==> src/rtl/fmipf_pkg.sv <==
// fmipf_pkg: shared types and constants for the first-match address/port filter
// used by fmipf_ctrl, fmipf_dp and first_match_ip_port_filter_core
`timescale 1ns / 1ps

package fmipf_pkg;

    localparam int MAX_RULES_DEF = 64;

    localparam int OPCODE_W = 2;
    localparam int ADDR_W   = 32;
    localparam int PORT_W   = 16;

    typedef enum logic [OPCODE_W-1:0] {
        OP_CLEAR  = 2'd0,
        OP_APPEND = 2'd1,
        OP_MATCH  = 2'd2
    } t_opcode;

    // one stored rule, 51 bits
    typedef struct packed {
        logic [ADDR_W-1:0] addr;
        logic [PORT_W-1:0] port;
        logic              addr_on;
        logic              port_on;
        logic              blocks;
    } t_rule;

    typedef struct packed {
        logic capture;
        logic do_clear;
        logic do_append;
        logic scan_init;
        logic scan_step;
    } t_dp_cmd;

    typedef struct packed {
        logic [OPCODE_W-1:0] opcode;
        logic                more;
        logic                hit;
    } t_dp_sts;

    typedef enum logic [1:0] {
        S_IDLE,
        S_EXEC,
        S_SCAN,
        S_RESP
    } t_state;

endpackage

==> src/rtl/fmipf_ctrl.sv <==
// fmipf_ctrl: sequencing state machine for the filter core
// depends on fmipf_pkg; drives fmipf_dp through command and status structs
`timescale 1ns / 1ps

module fmipf_ctrl
    import fmipf_pkg::*;
(
    input  logic    i_clk,
    input  logic    i_rst_n,
    input  logic    start,
    input  t_dp_sts i_sts,
    output t_dp_cmd o_cmd,
    output logic    busy,
    output logic    o_done
);

    t_state r_state;
    t_state n_state;

    always_ff @(posedge i_clk) begin
        if (!i_rst_n) begin
            r_state <= S_IDLE;
        end else begin
            r_state <= n_state;
        end
    end

    always_comb begin
        n_state = r_state;
        o_cmd   = '0;
        busy    = (r_state != S_IDLE);
        o_done  = (r_state == S_RESP);
        unique case (r_state)
            S_IDLE: begin
                if (start) begin
                    o_cmd.capture = 1'b1;
                    n_state       = S_EXEC;
                end
            end
            S_EXEC: begin
                unique case (i_sts.opcode)
                    OP_CLEAR: begin
                        o_cmd.do_clear = 1'b1;
                        n_state        = S_RESP;
                    end
                    OP_APPEND: begin
                        o_cmd.do_append = 1'b1;
                        n_state         = S_RESP;
                    end
                    OP_MATCH: begin
                        o_cmd.scan_init = 1'b1;
                        n_state         = S_SCAN;
                    end
                    default: begin
                        n_state = S_RESP;
                    end
                endcase
            end
            S_SCAN: begin
                o_cmd.scan_step = 1'b1;
                // first hit decides, otherwise stop once every rule has been read
                if (i_sts.hit || !i_sts.more) begin
                    n_state = S_RESP;
                end
            end
            S_RESP: begin
                n_state = S_IDLE;
            end
            default: begin
                n_state = S_IDLE;
            end
        endcase
    end

endmodule

==> src/rtl/fmipf_dp.sv <==
// fmipf_dp: rule memory, rule count, lookup key and result registers
// depends on fmipf_pkg; commanded by fmipf_ctrl
`timescale 1ns / 1ps

module fmipf_dp
    import fmipf_pkg::*;
#(
    parameter int MAX_RULES = MAX_RULES_DEF
) (
    input  logic                i_clk,
    input  logic                i_rst_n,
    input  t_dp_cmd             i_cmd,
    input  logic [OPCODE_W-1:0] i_opcode,
    input  logic [ADDR_W-1:0]   i_address,
    input  logic [PORT_W-1:0]   i_port_number,
    input  logic                i_address_given,
    input  logic                i_port_given,
    input  logic                i_block_flag,
    output t_dp_sts             o_sts,
    output logic                o_allow,
    output logic                o_table_full_error
);

    localparam int CNT_W = $clog2(MAX_RULES + 1);
    localparam int IDX_W = (MAX_RULES > 1) ? $clog2(MAX_RULES) : 1;

    t_rule               r_mem [MAX_RULES];
    t_rule               r_rdata;
    t_rule               r_key;
    logic [OPCODE_W-1:0] r_op;
    logic [CNT_W-1:0]    r_count;
    logic [CNT_W-1:0]    r_rd_idx;
    logic                r_rd_vld;
    logic                r_allow;
    logic                r_full;

    logic full;
    logic more;
    logic hit;

    assign full = (r_count == CNT_W'(MAX_RULES));
    assign more = (r_rd_idx < r_count);
    assign hit  = r_rd_vld
                  && (!r_rdata.addr_on || (r_rdata.addr == r_key.addr))
                  && (!r_rdata.port_on || (r_rdata.port == r_key.port));

    assign o_sts.opcode = r_op;
    assign o_sts.more   = more;
    assign o_sts.hit    = hit;

    assign o_allow            = r_allow;
    assign o_table_full_error = r_full;

    // rule memory: one write port, one registered read port
    always_ff @(posedge i_clk) begin
        if (i_cmd.do_append && !full) begin
            r_mem[r_count[IDX_W-1:0]] <= r_key;
        end
        if (i_cmd.scan_step && more) begin
            r_rdata <= r_mem[r_rd_idx[IDX_W-1:0]];
        end
    end

    // transaction fields
    always_ff @(posedge i_clk) begin
        if (i_cmd.capture) begin
            r_op          <= i_opcode;
            r_key.addr    <= i_address;
            r_key.port    <= i_port_number;
            r_key.addr_on <= i_address_given;
            r_key.port_on <= i_port_given;
            r_key.blocks  <= i_block_flag;
        end
    end

    always_ff @(posedge i_clk) begin
        if (!i_rst_n) begin
            r_count  <= '0;
            r_rd_idx <= '0;
            r_rd_vld <= 1'b0;
            r_allow  <= 1'b0;
            r_full   <= 1'b0;
        end else begin
            if (i_cmd.capture) begin
                r_allow <= 1'b0;
                r_full  <= 1'b0;
            end
            if (i_cmd.do_clear) begin
                r_count <= '0;
            end
            if (i_cmd.do_append) begin
                if (full) begin
                    r_full <= 1'b1;
                end else begin
                    r_count <= r_count + 1'b1;
                end
            end
            if (i_cmd.scan_init) begin
                r_rd_idx <= '0;
                r_rd_vld <= 1'b0;
            end
            if (i_cmd.scan_step) begin
                r_rd_vld <= more;
                if (more) begin
                    r_rd_idx <= r_rd_idx + 1'b1;
                end
                // no matching rule passes the packet
                if (hit) begin
                    r_allow <= ~r_rdata.blocks;
                end else if (!more) begin
                    r_allow <= 1'b1;
                end
            end
        end
    end

endmodule

==> src/rtl/first_match_ip_port_filter_core.sv <==
// first_match_ip_port_filter_core: top level of the first-match address/port filter
// depends on fmipf_pkg, fmipf_ctrl and fmipf_dp
//
// channel   direction  handshake            payload
// command   in         start, busy          i_opcode i_address i_port_number
//                                           i_address_given i_port_given i_block_flag
// result    out        o_done (one cycle)   o_allow o_table_full_error
//
// a transaction is taken when start is high and busy is low; busy stays high
// until the cycle after the o_done strobe, one transaction at a time
// clear, append and unused opcodes go through S_EXEC to S_RESP, which strobes o_done
// a lookup reads the rule memory one rule a cycle from the oldest and strobes
// o_done on the first hit, or once every rule held has been read
// a synchronous reset empties the table; the receiver cannot stall results
`timescale 1ns / 1ps

module first_match_ip_port_filter_core
    import fmipf_pkg::*;
#(
    parameter int MAX_RULES = MAX_RULES_DEF
) (
    input  logic                i_clk,
    input  logic                i_rst_n,
    input  logic                start,
    output logic                busy,
    input  logic [OPCODE_W-1:0] i_opcode,
    input  logic [ADDR_W-1:0]   i_address,
    input  logic [PORT_W-1:0]   i_port_number,
    input  logic                i_address_given,
    input  logic                i_port_given,
    input  logic                i_block_flag,
    output logic                o_done,
    output logic                o_allow,
    output logic                o_table_full_error
);

    t_dp_cmd cmd;
    t_dp_sts sts;

    fmipf_ctrl u_ctrl (
        .i_clk   (i_clk),
        .i_rst_n (i_rst_n),
        .start   (start),
        .i_sts   (sts),
        .o_cmd   (cmd),
        .busy    (busy),
        .o_done  (o_done)
    );

    fmipf_dp #(
        .MAX_RULES (MAX_RULES)
    ) u_dp (
        .i_clk              (i_clk),
        .i_rst_n            (i_rst_n),
        .i_cmd              (cmd),
        .i_opcode           (i_opcode),
        .i_address          (i_address),
        .i_port_number      (i_port_number),
        .i_address_given    (i_address_given),
        .i_port_given       (i_port_given),
        .i_block_flag       (i_block_flag),
        .o_sts              (sts),
        .o_allow            (o_allow),
        .o_table_full_error (o_table_full_error)
    );

endmodule
==> config.mk <==
export PLATFORM = sky130hd
export DESIGN_NAME = first_match_ip_port_filter_core
export DESIGN_NICKNAME = d
export VERILOG_FILES = /design/src/rtl/fmipf_pkg.sv /design/src/rtl/fmipf_ctrl.sv /design/src/rtl/fmipf_dp.sv /design/src/rtl/first_match_ip_port_filter_core.sv
export SDC_FILE = /design/constraint.sdc
export NUM_CORES = 2
export LEC_CHECK = 0
export ABC_AREA = 0
export BUFFER_PORTS_ARGS = -buffer_cell sky130_fd_sc_hd__buf_2
export CAP_MARGIN = 15
export CORE_ASPECT_RATIO = 1.1
export CORE_MARGIN = 1
export CORE_UTILIZATION = 40
export CTS_BUF_LIST = sky130_fd_sc_hd__clkbuf_4 sky130_fd_sc_hd__clkbuf_8
export DETAILED_ROUTE_END_ITERATION = 10
export GPL_TIMING_DRIVEN = 0
export PLACE_DENSITY = 0.57
export SETUP_SLACK_MARGIN = 0.15
export SYNTH_ARGS = -nofsm -noshare
export SYNTH_HDL_FRONTEND = slang
export SYNTH_SLANG_ARGS = --single-unit
==> constraint.sdc <==
create_clock -name i_clk -period 8.6 [get_ports i_clk]
set_input_delay 0.43 -clock i_clk [delete_from_list [all_inputs] [get_ports i_clk]]
set_output_delay 0.43 -clock i_clk [all_outputs]
set_load 0.02 [all_outputs]
* Word level (Yosys, flattened, before mapping)
Memories as Yosys holds them, arrays and structs flattened. A register that Yosys moved wholly into a read port is not among the register bits.
Cells that the tools add are included.
** Word-level totals
- Bits in registers :: 72
- RAM bits :: 3264
- Input port bits :: 56
- Output and inout port bits :: 4
- Logic and storage cells :: 71
- Memories :: 1
** Memory list
- u_dp.r_mem :: depth 64, width 51, read ports 1, clocked after Yosys merged registers in 1, write ports 1, line fmipf_dp.sv:27 : t_rule r_mem [MAX_RULES];
** Cells by class
- $add $sub $neg :: 2
- Order comparisons :: 1
- Equality and inequality tests :: 10
- Multiplexer cells :: 28
- Bitwise operators :: 1
- Reductions and logical operators :: 16
** Operator list (count)
- 7-bit two-way mux :: 6
- 32-bit equality test :: 1
- 1-bit two-way mux :: 18
- 16-bit equality test :: 1
- 7-bit by 1-bit adder with 7-bit output, second input constant :: 2
- 2-bit case mux with 4 select lines :: 1
- 7-bit equality test, second input constant :: 1
- 7-bit < comparator :: 1
- 2-bit equality test, second input constant :: 3
- 2-bit by 1-bit equality test with 1-bit output, second input constant :: 2
- 1-bit logical AND :: 4
- 1-bit logical NOT :: 4
- 2-bit logical NOT :: 2
- 2-bit two-way mux :: 2
- 2-bit nonzero test :: 2
- 1-bit logical OR :: 3
- 3-bit two-way mux :: 1
- 2-bit by 1-bit != test with 1-bit output, second input constant :: 1
- 2-bit != test, second input constant :: 1
- 2-bit AND reduction :: 1
- 1-bit inverter :: 1

* Longest topological paths before layout
- Depth after elaboration :: 7
- Depth in mapped cells :: 10

* Hierarchy
From an unflattened synthesis, not the netlist that was laid out.
** Second synthesis, totals
- Cells, all modules :: 5196
- Area, all modules :: 128613.4 um^2
** By module, submodules not included
- fmipf_dp :: times used 1, cells an instance 5169, area each 128388.1 um^2, sequential area each 101477.3 um^2
- fmipf_ctrl :: times used 1, cells an instance 27, area each 225.2 um^2, sequential area each 40.0 um^2

* Worst setup path after synthesis
No wires, ideal clock.
- Path kind :: register to register
- Start :: reg u_dp.r_count[0]
- End :: mem u_dp.r_mem[59][0] in the netlist's numbering, enable pin
- Data arrival time :: 3624 ps
- Required time :: 8140 ps
- Setup slack :: 4516 ps
- Cell stages (with the launch flop) :: 7
- Buffers on the path :: 0
- Path through :: dfxtp_1 inv_1 ha_1 nand4_1 nor3b_1 nand3_1 nor2_1
** On the way
- Cells in the longest elaborated chain, start to end :: 5
** Ends and longest elaborated chain
- from (decl) :: line fmipf_dp.sv:31 : logic [CNT_W-1:0] r_count;
- from (signal assigned) :: line fmipf_dp.sv:95 : r_count <= r_count + 1'b1;
- 7-bit equality test :: line fmipf_dp.sv:41 : assign full = (r_count == CNT_W'(MAX_RULES));
- 1-bit logical NOT :: line fmipf_dp.sv:56 : if (i_cmd.do_append && !full) begin
- 1-bit logical AND :: line fmipf_dp.sv:56
- 1-bit two-way mux :: line fmipf_dp.sv:56
- 1-bit two-way mux (not written as such) :: line fmipf_dp.sv:57 : r_mem[r_count[IDX_W-1:0]] <= r_key;
- to (decl) :: line fmipf_dp.sv:27
Parallel ways exist; a longest one is shown, timed or not.

* Worst setup path in the final report
- Start :: reg u_dp.r_rd_idx[1]
- End :: reg u_dp.r_rdata[2] (netlist name)
** On the way
- Cells in the longest elaborated chain, start to end :: 2
** Ends and longest elaborated chain
- from (decl) :: line fmipf_dp.sv:32 : logic [CNT_W-1:0] r_rd_idx;
- from (signal assigned) :: line fmipf_dp.sv:105 : r_rd_idx <= r_rd_idx + 1'b1;
- 7-bit < comparator :: line fmipf_dp.sv:42 : assign more = (r_rd_idx < r_count);
- 1-bit logical AND :: line fmipf_dp.sv:59 : if (i_cmd.scan_step && more) begin
Parallel ways exist; a longest one is shown, timed or not.
A chain may end at the register's enable or synchronous reset.

==> metrics.md <==
| Metric | Value |
|---|---|
| Pwr dens | `228 nW/µm²` |
| CP arrival | `5.68 ns` |
| Sequential area share after synthesis | `0.791` |
| Post-CTS Resized | `0` |
| Final Setup Violations | `0` |
| Placed cell area | `140000 µm²` |
| Unrepaired setup endpoints after global routing | `no` |
| Internal power | `26.7 mW` |
| Die Ht | `596 µm` |
| Outcome | `finished clean` |
| Critical Path Slowest Stage Cell | `buf_1` |
| Die area | `323000 µm²` |
| Clock power frac | `0.388` |
| Row count | `217` |
| VDD IR-drop max | `0.120 mV` |
| Final Cycle Share | `0.576` |
| Synth cell types | `40` |
| Post-synthesis mux area share | `0.188` |
| Leak Pwr | `45.2 nW` |
| Via count | `59700` |
| WL/cell | `33.3 µm` |
| HP Class | `primary input to flop` |
| Routed wire length | `352 mm` |
| DRC viols | `0` |
| Max Cap Viol | `0` |
| Fin cells | `10600` |
| Main combinational cell family by area after synthesis | `multiplexers` |
| Worst skew pair latency | `1.03 ns` |
| Crit path required time | `9.33 ns` |
| Hold Fails Final Rpt | `0` |
| Yosys reg bits | `3387` |
| First-pass GRT wire length | `487 mm` |
| Comb power frac | `0.052` |
| Htree depth | `6` |
| Final core utilization | `0.473` |
| Switch Pwr | `7.63 mW` |
| DRT iter0 DRCs | `6902` |
| Layout area overhead | `17.3%` |
| Vias in the first global route | `62600` |
| CTS tree | `done` |
| Reg power frac | `0.560` |
| Kind of critical path | `flop to flop` |
| Setup TNS | `0 ns` |
| Post-Synth XOR/XNOR Area | `0.00355` |
| Final min period | `4.95 ns` |
| Die X | `542 µm` |
| GPL Wtd Cong | `0.793` |
| CP Launch Type | `flop` |
| Final max-slew violation count | `0` |
| Hold slack | `0.107 ns` |
| Pin slew with the least headroom to its limit | `1.36 ns` |
| # IOs | `60` |
| Sink Count | `3387` |
| Netlist Area Pre-Place | `128000 µm²` |
| Initial antenna violation count | `22` |
| Worst-case clock buffer depth | `4` |
| Largest net degree at the start of global routing | `41` |
| Drt pass-1 iters | `6` |
| HPWL Detailed | `240 mm` |
| Share of layout cells above drive strength 1 | `0.379` |
| Worst clock skew | `0.0417 ns` |
| CTS buffer count | `541` |
| Placed cells | `9545` |
| Synth Warn # | `0` |
| Crit-path cells | `buf_2 > buf_2 > buf_2 > buf_1 > mux4_2 > mux4_2 > mux4_2` |
| Simple-gate share of the synthesized area | `0.00563` |
| Compound-cell area share of the yosys netlist | `0.00181` |
| Reg clk slew, reported paths | `0.06 ns` |
| Fin nets | `5946` |
| Critical Path Fanout Max | `10` |
| GRT Util Overall | `0.218` |
| Via density | `5.65` |
| Clock root cell | `clkbuf_8` |
| Hold-fix buffers, CTS | `55` |
| Syn_area_per_cell | `25.8 µm²` |
| Core ar. | `318000 µm²` |
| Initial Util | `0.403` |
| Design Area, Final | `151000 µm²` |
| Fmax | `0.202 GHz` |
| GRT overflow | `0` |
| Antenna viol nets, final | `0` |
| IO buf count | `59` |
| Post-CTS setup buffer count | `0` |
| Rel. slew slack | `0.0963` |
| Syn Nets | `5049` |
| Sw Share | `0.222` |
| Post-synthesis adder-cell area fraction | `0.00136` |
| Syn Inst Count | `4979` |
| Critical path endpoint category | `flop` |
| Max stage delay on crit path | `0.93 ns` |
synthesized netlist by cell type (all sizes together):
library cell,n,share of area
edfxtp,3368,0.79
mux4,1071,0.19
buf,142,0.0056
clkbuf,103,0.0030
nor2,80,0.0023
xor2,32,0.0022
xnor2,20,0.0014
dfxtp,19,0.0030
inv,17,0.00050
nand2,15,0.00044
a21oi,14,0.00055
ha,14,0.0014
nand3,14,0.00055
nor4,10,0.00049
o21ai,10,0.00039
nand4,8,0.00039
nand3b,6,0.00035
nand2b,4,0.00019
o211ai,4,0.00023
nor2b,3,0.00015
o21a,3,0.00018
or3,3,0.00015
a211oi,2,0.00012
and2,2,0.000097
and3,2,0.000097
or2,2,0.000097
or3b,2,0.00014
a211o,1,0.000068
a221oi,1,0.000068
and4,1,0.000068
mux2i,1,0.000078
nor3,1,0.000039
nor3b,1,0.000058
o211a,1,0.000078
o21bai,1,0.000058
o311a,1,0.000078
routing by layer:
metal	global-route usage	routed length [µm]	vias up
met4	0.0797	12500	2
met3	0.0405	25200	605
met5	0	12	-
met1	0.269	130000	32800
met2	0.382	184000	2549
li1	-	-	23700
placed cells by master, fill, tap and decap left out, types with 20 or more instances in the layout:
| cell type | instances |
|---|---|
| buf_1 | 44 |
| buf_12 | 138 |
| buf_16 | 77 |
| buf_2 | 139 |
| buf_8 | 25 |
| clkbuf_1 | 92 |
| clkbuf_4 | 188 |
| clkbuf_8 | 558 |
| clkinv_1 | 108 |
| clkinv_2 | 40 |
| clkinvlp_4 | 21 |
| dlygate4sd3_1 | 55 |
| edfxtp_1 | 3368 |
| mux4_2 | 1071 |
| nor2_4 | 64 |
| xnor2_1 | 20 |
| xor2_1 | 32 |
kinds of logic (layout without fill, tap and decap cells):
| group | after synthesis | after routing |
|---|---|---|
| xor gates and xnor gates | 52 | 52 |
| DFF | 3387 | 3387 |
| adders and majority gates | 14 | 14 |
| buffers and inverters | 262 | 1552 |
| muxes | 1072 | 1072 |
| AOI/OAI and AO/OA | 38 | 38 |
| and+or+nand+nor | 154 | 154 |
| other | 0 | 17 |
sequential cells by signal (all words and copies together), names as in the netlist:
| signal | count |
|---|---|
| u_dp.r_mem | 3264 |
| u_dp.r_key | 51 |
| u_dp.r_rdata | 51 |
| u_dp.r_count | 7 |
| u_dp.r_rd_idx | 7 |
| u_ctrl.r_state | 2 |
| u_dp.r_op | 2 |
| u_dp.o_allow | 1 |
| u_dp.o_table_full_error | 1 |
| u_dp.r_rd_vld | 1 |
worst max-delay path: cells and delay by family (launching register included):
kind | cells | cell delay, ns
multiplexers | 3 | 1.57
buffers and inverters | 4 | 2.64
flip-flops | 1 | 0.40
power groups by stage:
stage	sequential [mW]	combinational, mW	clock (mW)
floorplan	19.8	0.466	0
global placement	20.2	0.778	0
detailed placement	19.6	1.79	0
CTS	19.2	1.81	13.6
finish	19.2	1.79	13.3
global route	19.3	1.89	14.2
worst paths after layout:
path / start / endpoint / slack [ns] / depth (start not counted)
setup / recovery: u_dp.r_rd_idx[1]$_SDFF_PN0_ / u_dp.r_rdata[2]$_DFFE_PP_ / 3.65 / 7
hold / removal: i_port_number[5] / u_dp.r_key[8]$_DFFE_PP_ / 0.11 / 2
setup reg to reg: u_dp.r_rd_idx[1]$_SDFF_PN0_ / u_dp.r_rdata[2]$_DFFE_PP_ / 3.65 / 7
hold reg to reg: u_dp.r_rd_vld$_SDFFE_PN0P_ / u_dp.r_rd_vld$_SDFFE_PN0P_ / 0.51 / 2
metrics by stage:
stage	power, mW	setup slack, ns
floorplan	20.3	4.52
global placement	20.9	0.0931
detailed placement	21.4	3.56
CTS	34.6	3.56
global route	35.4	3.58
finish	34.4	3.65
final cells by class:
cell class	count	area [µm²]
fillers	25600	168000
flip-flops and latches	3387	102000
multi-input cells	1330	26200
clock buffers	746	9090
repair buffers	354	6100
well taps	4270	5340
clock inverters	190	1130
plain buffers	245	1130
inverters	17	68.8
diodes	17	42.5
No activity file was read; power rests on OpenSTA's default activity.
